### config.mk
export PLATFORM = sky130hd
export DESIGN_NAME = iambic_cw_keyer_envelope
export DESIGN_NICKNAME = d
export VERILOG_FILES = /design/src/design/ike_pkg.sv /design/src/design/ike_keyer.sv /design/src/design/ike_ramp.sv /design/src/design/iambic_cw_keyer_envelope.sv
export VERILOG_INCLUDE_DIRS = /design/src /design/src/design
export SDC_FILE = /design/constraint.sdc
export NUM_CORES = 1
export LEC_CHECK = 0
export ABC_AREA = 1
export BUFFER_PORTS_ARGS = -buffer_cell sky130_fd_sc_hd__buf_2
export CORE_UTILIZATION = 30
export DETAILED_ROUTE_END_ITERATION = 6
export GPL_TIMING_DRIVEN = 0
export PLACE_DENSITY = 0.52
export SLEW_MARGIN = 5
export SYNTH_ARGS = -nofsm -noshare
export SYNTH_HDL_FRONTEND = slang
export SYNTH_SLANG_ARGS = --single-unit
### constraint.sdc
create_clock -name clk_i -period 13.7 [get_ports clk_i]
set_input_delay 2.74 -clock clk_i [delete_from_list [all_inputs] [get_ports clk_i]]
set_output_delay 2.74 -clock clk_i [all_outputs]
set_load 0.02 [all_outputs]
### src/design/iambic_cw_keyer_envelope_defines.svh
// Assertion macros for the iambic CW keyer envelope block.
`ifndef IAMBIC_CW_KEYER_ENVELOPE_DEFINES_SVH
`define IAMBIC_CW_KEYER_ENVELOPE_DEFINES_SVH

// Same-cycle implication, clocked on clk_i, off during reset.
`define IKE_ASSERT_NOW(lbl, pre, post, msg) \
  lbl: assert property (@(posedge clk_i) disable iff (!rst_ni) (pre) |-> (post)) \
    else $error(msg);

// Next-cycle implication, clocked on clk_i, off during reset.
`define IKE_ASSERT_NEXT(lbl, pre, post, msg) \
  lbl: assert property (@(posedge clk_i) disable iff (!rst_ni) (pre) |=> (post)) \
    else $error(msg);

`endif

### src/design/ike_pkg.sv
// Shared types and constants of the iambic CW keyer envelope block.
`default_nettype none

package ike_pkg;

  localparam int COUNT_WIDTH = 20;
  localparam int AMP_WIDTH   = 16;

  localparam int ENV_WIDTH    = 16;
  localparam int AMP_IN_WIDTH = 16;
  localparam int DOT_WIDTH    = 16;
  localparam int RATIO_WIDTH  = 7;
  localparam int EDGE_WIDTH   = 12;
  localparam int FRAC_WIDTH   = 16;

  localparam int CFG_IDX_WIDTH  = 3;
  localparam int CFG_DATA_WIDTH = 16;

  localparam int IN_TDATA_WIDTH  = 24;
  localparam int OUT_TDATA_WIDTH = 24;

  // input tdata bit positions
  localparam int IN_DOT_BIT    = 0;
  localparam int IN_DASH_BIT   = 1;
  localparam int IN_SERIAL_BIT = 2;
  localparam int IN_AMP_LSB    = 3;

  localparam logic [DOT_WIDTH-1:0]   DOT_RESET   = DOT_WIDTH'(2880);
  localparam logic [RATIO_WIDTH-1:0] RATIO_RESET = RATIO_WIDTH'(24);
  localparam logic [EDGE_WIDTH-1:0]  EDGE_RESET  = EDGE_WIDTH'(240);
  localparam logic [FRAC_WIDTH-1:0]  FRAC_RESET  = FRAC_WIDTH'(655);

  typedef enum logic [1:0] {
    EL_IDLE  = 2'd0,
    EL_DOT   = 2'd1,
    EL_DASH  = 2'd2,
    EL_SPACE = 2'd3
  } ike_element_e;

  typedef enum logic [CFG_IDX_WIDTH-1:0] {
    REG_KEYER_EN  = 3'd0,
    REG_IAMBIC_EN = 3'd1,
    REG_MODE_B    = 3'd2,
    REG_MEM_EN    = 3'd3,
    REG_DOT       = 3'd4,
    REG_RATIO     = 3'd5,
    REG_EDGE      = 3'd6,
    REG_FRAC      = 3'd7
  } ike_reg_e;

  typedef struct packed {
    logic                   keyer_en;
    logic                   iambic_en;
    logic                   mode_b;
    logic                   mem_en;
    logic [DOT_WIDTH-1:0]   dot_samples;
    logic [RATIO_WIDTH-1:0] dash_ratio;
    logic [EDGE_WIDTH-1:0]  edge_samples;
    logic [FRAC_WIDTH-1:0]  edge_frac;
  } ike_cfg_t;

  typedef struct packed {
    logic                 dot;
    logic                 dash;
    logic                 serial;
    logic [AMP_WIDTH-1:0] amp;
  } ike_item_t;

endpackage

`default_nettype wire

### src/design/ike_keyer.sv
// Keyer sequencer: element state, sample counter, iambic flags, symbol memory.
`default_nettype none

module ike_keyer
  import ike_pkg::*;
(
  input  wire            clk_i,
  input  wire            rst_ni,
  input  wire            fire_i,
  input  wire ike_cfg_t  cfg_i,
  input  wire ike_item_t item_i,
  output ike_element_e   element_o,
  output logic           rise_o
);

  localparam logic [COUNT_WIDTH-1:0] CNT_MAX = {COUNT_WIDTH{1'b1}};
  localparam logic [COUNT_WIDTH-1:0] LEN_MAX = CNT_MAX - COUNT_WIDTH'(1);
  localparam int PROD_WIDTH = DOT_WIDTH + RATIO_WIDTH;

  ike_element_e           el_q, el_d, mem_q, mem_d;
  logic [COUNT_WIDTH-1:0] cnt_q, cnt_d;
  logic                   first_q, first_d, last_q, last_d, seq_q, seq_d;
  logic [1:0]             prev_q, prev_d;

  logic [PROD_WIDTH-1:0]  dash_prod;
  logic [PROD_WIDTH-4:0]  dash_raw;
  logic [COUNT_WIDTH-1:0] dot_len, dash_len;
  logic                   rise, done, both;

  assign dash_prod = PROD_WIDTH'(cfg_i.dot_samples) * PROD_WIDTH'(cfg_i.dash_ratio);
  assign dash_raw  = dash_prod[PROD_WIDTH-1:3];

  // lengths clamp one below the counter ceiling so every element ends
  assign dot_len  = (33'(cfg_i.dot_samples) > 33'(LEN_MAX)) ? LEN_MAX
                                                            : COUNT_WIDTH'(cfg_i.dot_samples);
  assign dash_len = (33'(dash_raw) > 33'(LEN_MAX)) ? LEN_MAX : COUNT_WIDTH'(dash_raw);

  // true inside the falling window at the tail of an element
  function automatic logic in_fall(input logic [COUNT_WIDTH-1:0] cnt,
                                   input logic [COUNT_WIDTH-1:0] len,
                                   input logic [EDGE_WIDTH-1:0]  edg);
    logic [COUNT_WIDTH-1:0] edg_w;
    logic [COUNT_WIDTH-1:0] start;
    edg_w = COUNT_WIDTH'(edg);
    start = (len > edg_w) ? len - edg_w : '0;
    return (cnt <= len) && (cnt > start);
  endfunction

  always_comb begin
    el_d    = el_q;
    cnt_d   = cnt_q;
    first_d = first_q;
    last_d  = last_q;
    seq_d   = seq_q;
    mem_d   = mem_q;
    prev_d  = prev_q;
    rise    = 1'b0;
    done    = 1'b0;
    both    = item_i.dot && item_i.dash;

    if (!cfg_i.keyer_en) begin
      el_d = EL_IDLE;
      rise = item_i.serial || item_i.dot || item_i.dash;
    end else if (item_i.serial) begin
      rise = 1'b1;
    end else begin
      if (cnt_d != CNT_MAX) cnt_d = cnt_d + COUNT_WIDTH'(1);

      if (!seq_d) begin
        if (item_i.dot && !item_i.dash) first_d = 1'b0;
        if (!item_i.dot && item_i.dash) first_d = 1'b1;
        if (both) seq_d = 1'b1;
      end

      // one new press during an element is remembered
      if (cfg_i.mem_en && el_d != EL_IDLE) begin
        if (item_i.dot && !prev_q[0] && mem_d == EL_IDLE) mem_d = EL_DOT;
        if (item_i.dash && !prev_q[1] && mem_d == EL_IDLE) mem_d = EL_DASH;
      end
      prev_d = {item_i.dash, item_i.dot};

      if (el_d == EL_IDLE && item_i.dot) begin
        cnt_d = '0;
        el_d  = EL_DOT;
      end
      if (el_d == EL_DOT) begin
        if (cnt_d <= dot_len) begin
          rise = !in_fall(cnt_d, dot_len, cfg_i.edge_samples);
          done = 1'b1;
        end else begin
          last_d = 1'b0;
          cnt_d  = '0;
          el_d   = EL_SPACE;
        end
      end

      if (!done && el_d == EL_IDLE && item_i.dash) begin
        cnt_d = '0;
        el_d  = EL_DASH;
      end
      if (!done && el_d == EL_DASH) begin
        if (cnt_d <= dash_len) begin
          rise = !in_fall(cnt_d, dash_len, cfg_i.edge_samples);
          done = 1'b1;
        end else begin
          last_d = 1'b1;
          cnt_d  = '0;
          el_d   = EL_SPACE;
        end
      end

      if (!done && el_d == EL_SPACE) begin
        if (cnt_d <= dot_len) begin
          done = 1'b1;
        end else if (!cfg_i.iambic_en) begin
          if (cfg_i.mem_en && mem_d != EL_IDLE) begin
            cnt_d = '0;
            el_d  = mem_d;
            mem_d = EL_IDLE;
          end else begin
            el_d = EL_IDLE;
          end
        end else begin
          // mode A drops the sequence once both paddles are no longer held
          if (!cfg_i.mode_b && !both) begin
            el_d  = EL_IDLE;
            seq_d = 1'b0;
          end
          if (seq_d) begin
            cnt_d = '0;
            if (!last_d) begin
              el_d = EL_DASH;
              if (first_d && !both) begin
                seq_d = 1'b0;
                el_d  = EL_IDLE;
              end
            end else begin
              el_d = EL_DOT;
              if (!first_d && !both) begin
                seq_d = 1'b0;
                el_d  = EL_IDLE;
              end
            end
          end else begin
            el_d = EL_IDLE;
          end
        end
      end
    end
  end

  always_ff @(posedge clk_i or negedge rst_ni) begin
    if (!rst_ni) begin
      el_q    <= EL_IDLE;
      cnt_q   <= '0;
      first_q <= 1'b0;
      last_q  <= 1'b0;
      seq_q   <= 1'b0;
      mem_q   <= EL_IDLE;
      prev_q  <= 2'b00;
    end else if (fire_i) begin
      el_q    <= el_d;
      cnt_q   <= cnt_d;
      first_q <= first_d;
      last_q  <= last_d;
      seq_q   <= seq_d;
      mem_q   <= mem_d;
      prev_q  <= prev_d;
    end
  end

  assign element_o = el_q;
  assign rise_o    = rise;

endmodule

`default_nettype wire

### src/design/ike_ramp.sv
// Envelope ramp: step by amplitude times fraction, clamped to zero and amplitude.
`default_nettype none

module ike_ramp
  import ike_pkg::*;
(
  input  wire                   clk_i,
  input  wire                   rst_ni,
  input  wire                   fire_i,
  input  wire                   rise_i,
  input  wire  [AMP_WIDTH-1:0]  amp_i,
  input  wire  [FRAC_WIDTH-1:0] frac_i,
  output logic [AMP_WIDTH-1:0]  env_o
);

  localparam int PROD_WIDTH = AMP_WIDTH + FRAC_WIDTH;

  logic [AMP_WIDTH-1:0]  env_q, env_d;
  logic [PROD_WIDTH-1:0] prod;
  logic [AMP_WIDTH-1:0]  step;
  logic [AMP_WIDTH:0]    up_val;
  logic [AMP_WIDTH-1:0]  dn_val;

  assign prod = PROD_WIDTH'(amp_i) * PROD_WIDTH'(frac_i);
  assign step = prod[PROD_WIDTH-1:FRAC_WIDTH];

  always_comb begin
    up_val = (env_q < amp_i) ? ({1'b0, env_q} + {1'b0, step}) : {1'b0, env_q};
    dn_val = (env_q > step) ? env_q - step : '0;
    if (rise_i) begin
      env_d = (up_val > {1'b0, amp_i}) ? amp_i : up_val[AMP_WIDTH-1:0];
    end else begin
      env_d = (dn_val > amp_i) ? amp_i : dn_val;
    end
  end

  always_ff @(posedge clk_i or negedge rst_ni) begin
    if (!rst_ni) begin
      env_q <= '0;
    end else if (fire_i) begin
      env_q <= env_d;
    end
  end

  assign env_o = env_q;

endmodule

`default_nettype wire

### src/design/iambic_cw_keyer_envelope.sv
// Top level of the iambic CW keyer envelope: handshake, config registers, assertions.
//
// channel  | dir | handshake                     | payload
// ---------+-----+-------------------------------+------------------------------------
// s_axis   | in  | s_axis_tvalid / s_axis_tready | one audio sample: paddles, key, amp
// m_axis   | out | m_axis_tvalid / m_axis_tready | envelope level and keyer element
// cfg      | in  | cfg_we_i (no wait, no read)   | cfg_idx_i selects, cfg_data_i value
//
// One transaction per clock sustained while m_axis_tready stays high; an input is
// held in the input register and its result is valid once the state registers load.
// Longest path: dash-length multiply, keyer decision, then the ramp select.
// Reset clears the pipeline valids and keyer state and loads the register defaults.
// While the result waits, one more input transaction is still taken into the
// input register; after that s_axis_tready drops until m_axis_tready returns.
`default_nettype none
`include "iambic_cw_keyer_envelope_defines.svh"

module iambic_cw_keyer_envelope
  import ike_pkg::*;
(
  input  wire                          clk_i,
  input  wire                          rst_ni,

  input  wire                          cfg_we_i,
  input  wire  [CFG_IDX_WIDTH-1:0]     cfg_idx_i,
  input  wire  [CFG_DATA_WIDTH-1:0]    cfg_data_i,

  input  wire                          s_axis_tvalid,
  output logic                         s_axis_tready,
  // [0] dot_paddle, [1] dash_paddle, [2] serial_key, [18:3] amplitude, [23:19] zero
  input  wire  [IN_TDATA_WIDTH-1:0]    s_axis_tdata,

  output logic                         m_axis_tvalid,
  input  wire                          m_axis_tready,
  // [15:0] envelope, [17:16] element, [23:18] zero
  output logic [OUT_TDATA_WIDTH-1:0]   m_axis_tdata
);

  ike_cfg_t             cfg_q, cfg_d;
  ike_item_t            item_q, item_in;
  logic                 v1_q, v2_q;
  logic                 accept, fire;
  ike_element_e         element;
  logic                 rise;
  logic [AMP_WIDTH-1:0] env_lvl;
  logic [ENV_WIDTH-1:0] env_out;

  // ---- configuration registers
  always_comb begin
    cfg_d = cfg_q;
    if (cfg_we_i) begin
      case (ike_reg_e'(cfg_idx_i))
        REG_KEYER_EN:  cfg_d.keyer_en     = cfg_data_i[0];
        REG_IAMBIC_EN: cfg_d.iambic_en    = cfg_data_i[0];
        REG_MODE_B:    cfg_d.mode_b       = cfg_data_i[0];
        REG_MEM_EN:    cfg_d.mem_en       = cfg_data_i[0];
        REG_DOT:       cfg_d.dot_samples  = cfg_data_i[DOT_WIDTH-1:0];
        REG_RATIO:     cfg_d.dash_ratio   = cfg_data_i[RATIO_WIDTH-1:0];
        REG_EDGE:      cfg_d.edge_samples = cfg_data_i[EDGE_WIDTH-1:0];
        REG_FRAC:      cfg_d.edge_frac    = cfg_data_i[FRAC_WIDTH-1:0];
        default:       cfg_d = cfg_q;
      endcase
    end
  end

  always_ff @(posedge clk_i or negedge rst_ni) begin
    if (!rst_ni) begin
      cfg_q.keyer_en     <= 1'b1;
      cfg_q.iambic_en    <= 1'b0;
      cfg_q.mode_b       <= 1'b0;
      cfg_q.mem_en       <= 1'b0;
      cfg_q.dot_samples  <= DOT_RESET;
      cfg_q.dash_ratio   <= RATIO_RESET;
      cfg_q.edge_samples <= EDGE_RESET;
      cfg_q.edge_frac    <= FRAC_RESET;
    end else begin
      cfg_q <= cfg_d;
    end
  end

  // ---- input register and result valid
  // fire: the held sample is processed and the state registers, which are the
  // result payload, take the new values
  assign fire          = v1_q && (!v2_q || m_axis_tready);
  assign s_axis_tready = !v1_q || !v2_q || m_axis_tready;
  assign accept        = s_axis_tvalid && s_axis_tready;

  assign item_in.dot    = s_axis_tdata[IN_DOT_BIT];
  assign item_in.dash   = s_axis_tdata[IN_DASH_BIT];
  assign item_in.serial = s_axis_tdata[IN_SERIAL_BIT];
  assign item_in.amp    = AMP_WIDTH'(s_axis_tdata[IN_AMP_LSB+AMP_IN_WIDTH-1:IN_AMP_LSB]);

  always_ff @(posedge clk_i or negedge rst_ni) begin
    if (!rst_ni) begin
      v1_q <= 1'b0;
      v2_q <= 1'b0;
    end else begin
      if (accept)    v1_q <= 1'b1;
      else if (fire) v1_q <= 1'b0;
      if (fire)               v2_q <= 1'b1;
      else if (m_axis_tready) v2_q <= 1'b0;
    end
  end

  always_ff @(posedge clk_i) begin
    if (accept) item_q <= item_in;
  end

  // ---- keyer sequencer and envelope ramp
  ike_keyer u_keyer (
    .clk_i     (clk_i),
    .rst_ni    (rst_ni),
    .fire_i    (fire),
    .cfg_i     (cfg_q),
    .item_i    (item_q),
    .element_o (element),
    .rise_o    (rise)
  );

  ike_ramp u_ramp (
    .clk_i  (clk_i),
    .rst_ni (rst_ni),
    .fire_i (fire),
    .rise_i (rise),
    .amp_i  (item_q.amp),
    .frac_i (cfg_q.edge_frac),
    .env_o  (env_lvl)
  );

  assign env_out       = ENV_WIDTH'(env_lvl);
  assign m_axis_tvalid = v2_q;
  assign m_axis_tdata  = OUT_TDATA_WIDTH'({element, env_out});

  // ---- assertions
  `IKE_ASSERT_NOW(a_fire_frees_input, fire, s_axis_tready, "input stalled while stage moves")
  `IKE_ASSERT_NEXT(a_fire_gives_result, fire, m_axis_tvalid, "processed sample gave no result")
  `IKE_ASSERT_NEXT(a_env_within_amp, fire, env_lvl <= $past(item_q.amp),
                   "envelope above its amplitude")
  `IKE_ASSERT_NEXT(a_serial_holds_element, fire && cfg_q.keyer_en && item_q.serial,
                   element == $past(element), "serial key moved the keyer state")

endmodule

`default_nettype wire
==> impl_metrics.json, run 1 <==
{
  "routed_via_density": 4.65,
  "grt_pass1_wl_um": 130000,
  "yosys_register_bits": 121,
  "cts_buffers": 17,
  "post_cts_buffers": 0,
  "worstPathArrival_ns": 11.80,
  "skew_ns": 0.0259,
  "rows": 106,
  "antenna_left": 0,
  "cts.sinks": 121,
  "synth_compound_area_share_pct": 8.74,
  "slowest_stage": "clkbuf_1",
  "clk_path_buf_depth": 2,
  "die_area_mm2": 0.0868,
  "synth_top_family_by_area": "adder cells",
  "ios": 74,
  "wirelength_um": 81800,
  "cap_violations": 0,
  "muxShareOfSynthArea_pct": 0.131,
  "coreArea_mm2": 0.0842,
  "htree_levels": 4,
  "synth-adder-area-share_pct": 37.1,
  "required_ns": 14.07,
  "cp_common_cell": "nand2_1",
  "synth_edf_count": 19,
  "dr.pass1.iters": 5,
  "fill_cells": 9256,
  "area_delta_synth_final_pct": 9.42,
  "post_cts_resize_count": 0,
  "ys_warn_count": 0,
  "finalCritPeriodShare_pct": 83.5,
  "clock.fmax_mhz": 87.5,
  "gp_congestion": 0.896,
  "antenna_found_initial": 2,
  "worstMarginPinSlew_ns": 1.00,
  "setup_violations": 0,
  "async_flop_share_pct": 84.3,
  "n_antenna_cell": 0,
  "syn_inst": 3698,
  "fin_nets": 4437,
  "grt_overflow_total": 0,
  "tritoncts": "built",
  "die-width_um": 295,
  "grt.total_usage_pct": 19.5,
  "start_util_pct": 30.5,
  "status": "finished clean",
  "drt_iter0_markers": 1394,
  "root_buffer": "clkbuf_16",
  "clk_pin_slew_worst_paths_ns": 0.06,
  "dp_hpwl_um": 69200,
  "synth_simple_gate_area_share_pct": 25.5,
  "hp-class": "reg -> reg",
  "synth.distinct_cells": 56,
  "slew_headroom_pct": 33.1,
  "slowest_delay_ns": 0.67,
  "critPathLaunchType": "register",
  "post-place-ws_ns": 2.22,
  "synth_area_mm2": 0.0257,
  "grt_max_degree": 58,
  "slew_viol_final": 0,
  "finalHoldViolCount": 0,
  "syn_area_per_cell_um2": 6.95,
  "worstSkewPairLatency_ns": 0.50,
  "die_h_um": 295,
  "final.min_clock_period_ns": 11.43,
  "num_vias": 22955,
  "postCtsHoldBufs": 0,
  "cp-end-kind": "register",
  "io_buffers": 62,
  "first_global_vias": 22768,
  "path_max_fanout": 10,
  "ys.flop_type": "dfrtp_1",
  "setup-tns-final_ns": 0,
  "path_class": "reg -> reg",
  "wl_per_cell_um": 16.6,
  "drive_gt1_share_pct": 6.40,
  "synthXorXnorAreaFrac_pct": 2.17,
  "route.detailed.drc": 0,
  "fin_ws_ns": 2.27,
  "rsz0062_at_grt": "no",
  "ys_seq_area_share_pct": 12.2
}
placed cells by master (no fill, tap or decap), types with 5 or more instances in the layout:
cell type	Yosys	layout
nand2_2	12	12
nor3_1	25	25
xor2_1	47	47
a21o_1	12	12
o21ai_0	147	147
a31oi_1	9	9
inv_6	0	6
edfxtp_1	19	19
conb_1	1	6
inv_2	5	5
dfstp_2	17	17
buf_2	18	79
ha_1	337	337
nand2_1	995	995
xnor2_1	13	13
a21oi_1	199	199
or2_2	24	24
nor2_4	13	14
nor4_1	5	5
nand4_1	38	38
inv_1	770	770
clkbuf_1	106	106
o21bai_1	6	6
o21a_1	6	6
a211oi_1	5	5
nand3_1	164	164
clkbuf_16	0	19
dfrtp_1	85	85
buf_6	5	6
o211ai_1	7	7
o21ai_1	14	14
buf_4	12	12
nand3b_1	5	5
fa_1	266	266
nor2_2	12	12
nor2_1	250	249
nand3_2	12	12
synth_stat cells, types with 13 or more instances:
| cell type | instances | area [um2] |
|---|---|---|
| nand4_1 | 38 | 238 |
| xnor2_1 | 13 | 114 |
| dfrtp_1 | 85 | 2130 |
| nand3_1 | 164 | 821 |
| inv_1 | 770 | 2890 |
| o21ai_0 | 147 | 736 |
| nand2_1 | 995 | 3730 |
| nor3_1 | 25 | 125 |
| nor2_4 | 13 | 146 |
| a21oi_1 | 199 | 996 |
| nor2_1 | 250 | 938 |
| xor2_1 | 47 | 412 |
| edfxtp_1 | 19 | 571 |
| buf_2 | 18 | 90.1 |
| o21ai_1 | 14 | 70.1 |
| fa_1 | 266 | 5330 |
| dfstp_2 | 17 | 447 |
| ha_1 | 337 | 4220 |
| or2_2 | 24 | 150 |
| clkbuf_1 | 106 | 398 |
worst paths after layout:
kind,start,to,slack (ns),cells past startpoint
max,item_q[8],u_ramp.env_o[15],2.27,46
min,v1_q,m_axis_tvalid,0.47,2
max reg2reg,item_q[8],u_ramp.env_o[15],2.27,46
min reg2reg,v1_q,m_axis_tvalid,0.47,2
max in group asynchronous,rst_ni,cfg_q[2],10.68,2
min in group asynchronous,rst_ni,cfg_q[33],2.24,1
worst max-delay path: cells and delay by family, from the launching register on:
family / cells / cell delay, ns
AO/OA/AOI/OAI: 11 / 2.02
flip-flops: 1 / 0.32
AND/OR/NAND/NOR: 16 / 1.80
adder cells (fa/ha/maj): 9 / 4.16
buffers and inverters: 9 / 2.38
XOR/XNOR: 1 / 0.59
area by class of cell:
class,instances,area (um2),share of cell area (%)
Tap cell,1134,1420,5.05
Multi-Input combinational cell,2655,19000,67.5
Sequential cell,121,3140,11.2
Buffer,149,684,2.43
Timing Repair Buffer,64,364,1.30
Clock buffer,20,489,1.74
Clock inverter,12,123,0.436
Inverter,778,2920,10.4
state kept, by name (all words and copies together), names as in the netlist, 2 cells and up:
register and flops:
cfg_q 55, u_keyer.prev_q 2, u_ramp.env_o 16, u_keyer.cnt_q 20, u_keyer.element_o 2, item_q 19, u_keyer.mem_q 2
cell families (layout without fill, tap and decap cells):
kind of cell / count (synthesis) / count (layout)
muxes: 3 / 3
AOI/OAI and AO/OA: 418 / 418
buffers and inverters: 927 / 1023
adders and majority gates: 603 / 603
xor gates and xnor gates: 62 / 62
other: 1 / 6
and+or+nand+nor: 1563 / 1563
DFF: 121 / 121
per-stage QoR:
stage          utilization (%)  cell area [um2]  hold WS (ns)  cells
2_1_floorplan                -            25700         0.446   3703
3_3_place_gp              32.6            27400         0.457   4899
3_5_place_dp              32.7            27500         0.464   4901
4_1_cts                   33.4            28100         0.479   4933
5_1_grt                   33.4            28100         0.508   4933
6_report                  33.4            28100         0.473   4933
routing by layer:
| layer | part of all wire [%] | wire (um) | global-route usage (%) |
|---|---|---|---|
| met3 | 3.7 | 3020 | 2.20 |
| met2 | 49 | 40300 | 34.0 |
| met4 | 1.6 | 1350 | 4.50 |
| met5 | 0 | 0 | 0 |
| met1 | 45 | 37100 | 25.6 |
Power of run 1 is left out: the tool's default activity adds up to more than one toggle a clock period on the data nets, which glitch-free logic cannot reach.
==> run 2, diff against run 1 <==
==> constraint.sdc (replaced) <==
create_clock -name clk_i -period 11.71 [get_ports clk_i]
set_input_delay 2.342 -clock clk_i [delete_from_list [all_inputs] [get_ports clk_i]]
set_output_delay 2.342 -clock clk_i [all_outputs]
set_load 0.02 [all_outputs]
==> run 2 against run 1 <==
  * Clock-buffer cell count unchanged
  * Setup slack got worse by 1.4 ns
  * Sequential cell count is the same
  * Core utilization barely moved
  * Via count shrank 0.25%
  * Critical path type unchanged
==> impl_metrics.json, run 2 (synthesis results as in run 1) <==
{
  "gp_congestion": 0.896,
  "die-width_um": 295,
  "worstSkewPairLatency_ns": 0.50,
  "path_max_fanout": 10,
  "status": "finished clean",
  "dp_hpwl_um": 69200,
  "finalHoldViolCount": 0,
  "grt_max_degree": 58,
  "hp-class": "reg -> reg",
  "num_vias": 22898,
  "fin_ws_ns": 0.816,
  "fill_cells": 9242,
  "required_ns": 12.11,
  "slowest_stage": "clkbuf_1",
  "area_delta_synth_final_pct": 9.42,
  "root_buffer": "clkbuf_16",
  "slew_headroom_pct": 34.8,
  "cp_top_family": "adder cells",
  "io_buffers": 62,
  "clk_pin_slew_worst_paths_ns": 0.06,
  "wirelength_um": 81700,
  "path_buf_inv": 13,
  "slew_viol_final": 0,
  "wl_per_cell_um": 16.6,
  "first_global_vias": 22768,
  "worstPathArrival_ns": 11.30,
  "setup-tns-final_ns": 0,
  "routed_via_density": 4.65,
  "rows": 106,
  "cap_violations": 0,
  "setup_violations": 0,
  "cts.sinks": 121,
  "clk_path_buf_depth": 2,
  "ios": 74,
  "grt.total_usage_pct": 19.5,
  "tritoncts": "built",
  "top_regs": "cfg_q: 55 flops, u_keyer.cnt_q: 20 flops, item_q: 19 flops",
  "worstMarginPinSlew_ns": 0.978,
  "die_h_um": 295,
  "critPathLaunchType": "register",
  "path_class": "reg -> reg",
  "n_antenna_cell": 0,
  "dr.pass1.iters": 7,
  "post-place-ws_ns": 0.234,
  "clock.fmax_mhz": 91.8,
  "fin_nets": 4427,
  "start_util_pct": 30.5,
  "postCtsHoldBufs": 0,
  "grt_overflow_total": 0,
  "grt_pass1_wl_um": 130000,
  "largest_reg_flops": 55,
  "final.min_clock_period_ns": 10.89,
  "antenna_found_initial": 2,
  "route.detailed.drc": 0,
  "regMostFlops": "cfg_q",
  "finalCritPeriodShare_pct": 93.0,
  "coreArea_mm2": 0.0842,
  "drive_gt1_share_pct": 6.89,
  "drt_iter0_markers": 1347,
  "cp-end-kind": "register",
  "die_area_mm2": 0.0868,
  "final_common_cell": "nand2_1",
  "rsz0062_at_grt": "no",
  "slowest_delay_ns": 0.62,
  "cts_buffers": 17,
  "antenna_left": 0,
  "skew_ns": 0.0259,
  "htree_levels": 4,
  "final_cell_mix": "995 x nand2_1, 770 x inv_1, 337 x ha_1"
}
## run 2: layout make-up
type | instances | area, um2 | area share (%)
Tap cell | 1134 | 1420 | 5.05
Multi-Input combinational cell | 2655 | 19000 | 67.5
Inverter | 778 | 2920 | 10.4
Timing Repair Buffer | 67 | 387 | 1.38
Clock inverter | 12 | 123 | 0.436
Sequential cell | 121 | 3140 | 11.2
Clock buffer | 20 | 489 | 1.74
Buffer | 136 | 653 | 2.32
## run 2: worst paths after layout
| check | startpoint | endpoint | slack, ns | cells past startpoint |
|---|---|---|---|---|
| setup / recovery | item_q[2] | u_ramp.env_o[13] | 0.82 | 48 |
| hold / removal | v1_q | m_axis_tvalid | 0.47 | 2 |
| setup reg to reg | item_q[2] | u_ramp.env_o[13] | 0.82 | 48 |
| hold reg to reg | v1_q | m_axis_tvalid | 0.47 | 2 |
| max in group asynchronous | rst_ni | cfg_q[1] | 9.08 | 2 |
| min in group asynchronous | rst_ni | cfg_q[33] | 1.84 | 1 |
## run 2: metal layers
metal / up-vias / share of wire (%) / global-route usage (%)
li1: 11516 / - / -
met1: 10897 / 45 / 25.6
met2: 410 / 49 / 34.0
met3: 75 / 3.8 / 2.20
met4: 0 / 1.7 / 4.50
met5: - / 0 / 0
## run 2: stage by stage
step	util, %	cells	instance area, um2	hold slack [ns]
floorplan	-	3703	25700	0.446
global route	33.4	4923	28100	0.508
detailed placement	32.7	4901	27500	0.464
finish	33.4	4923	28100	0.473
CTS	33.4	4933	28100	0.479
global placement	32.6	4899	27400	0.457
## run 2: timing repair
item / 4_1_cts / 5_1_grt
gates resized for setup: 0 / 29
endpoints found under the setup margin: 0 / 16
setup buffers: 0 / 3
## run 2: worst register-to-register path: cells and delay by family, from the launching register on
family                   cells  cell delay (ns)
flip-flops                   1             0.32
XOR/XNOR                     1             0.19
adder cells (fa/ha/maj)      9             3.78
AO/OA/AOI/OAI                9             1.48
buffers and inverters       13             2.84
AND/OR/NAND/NOR             16             2.20
Power of run 2 is left out for the same reason.
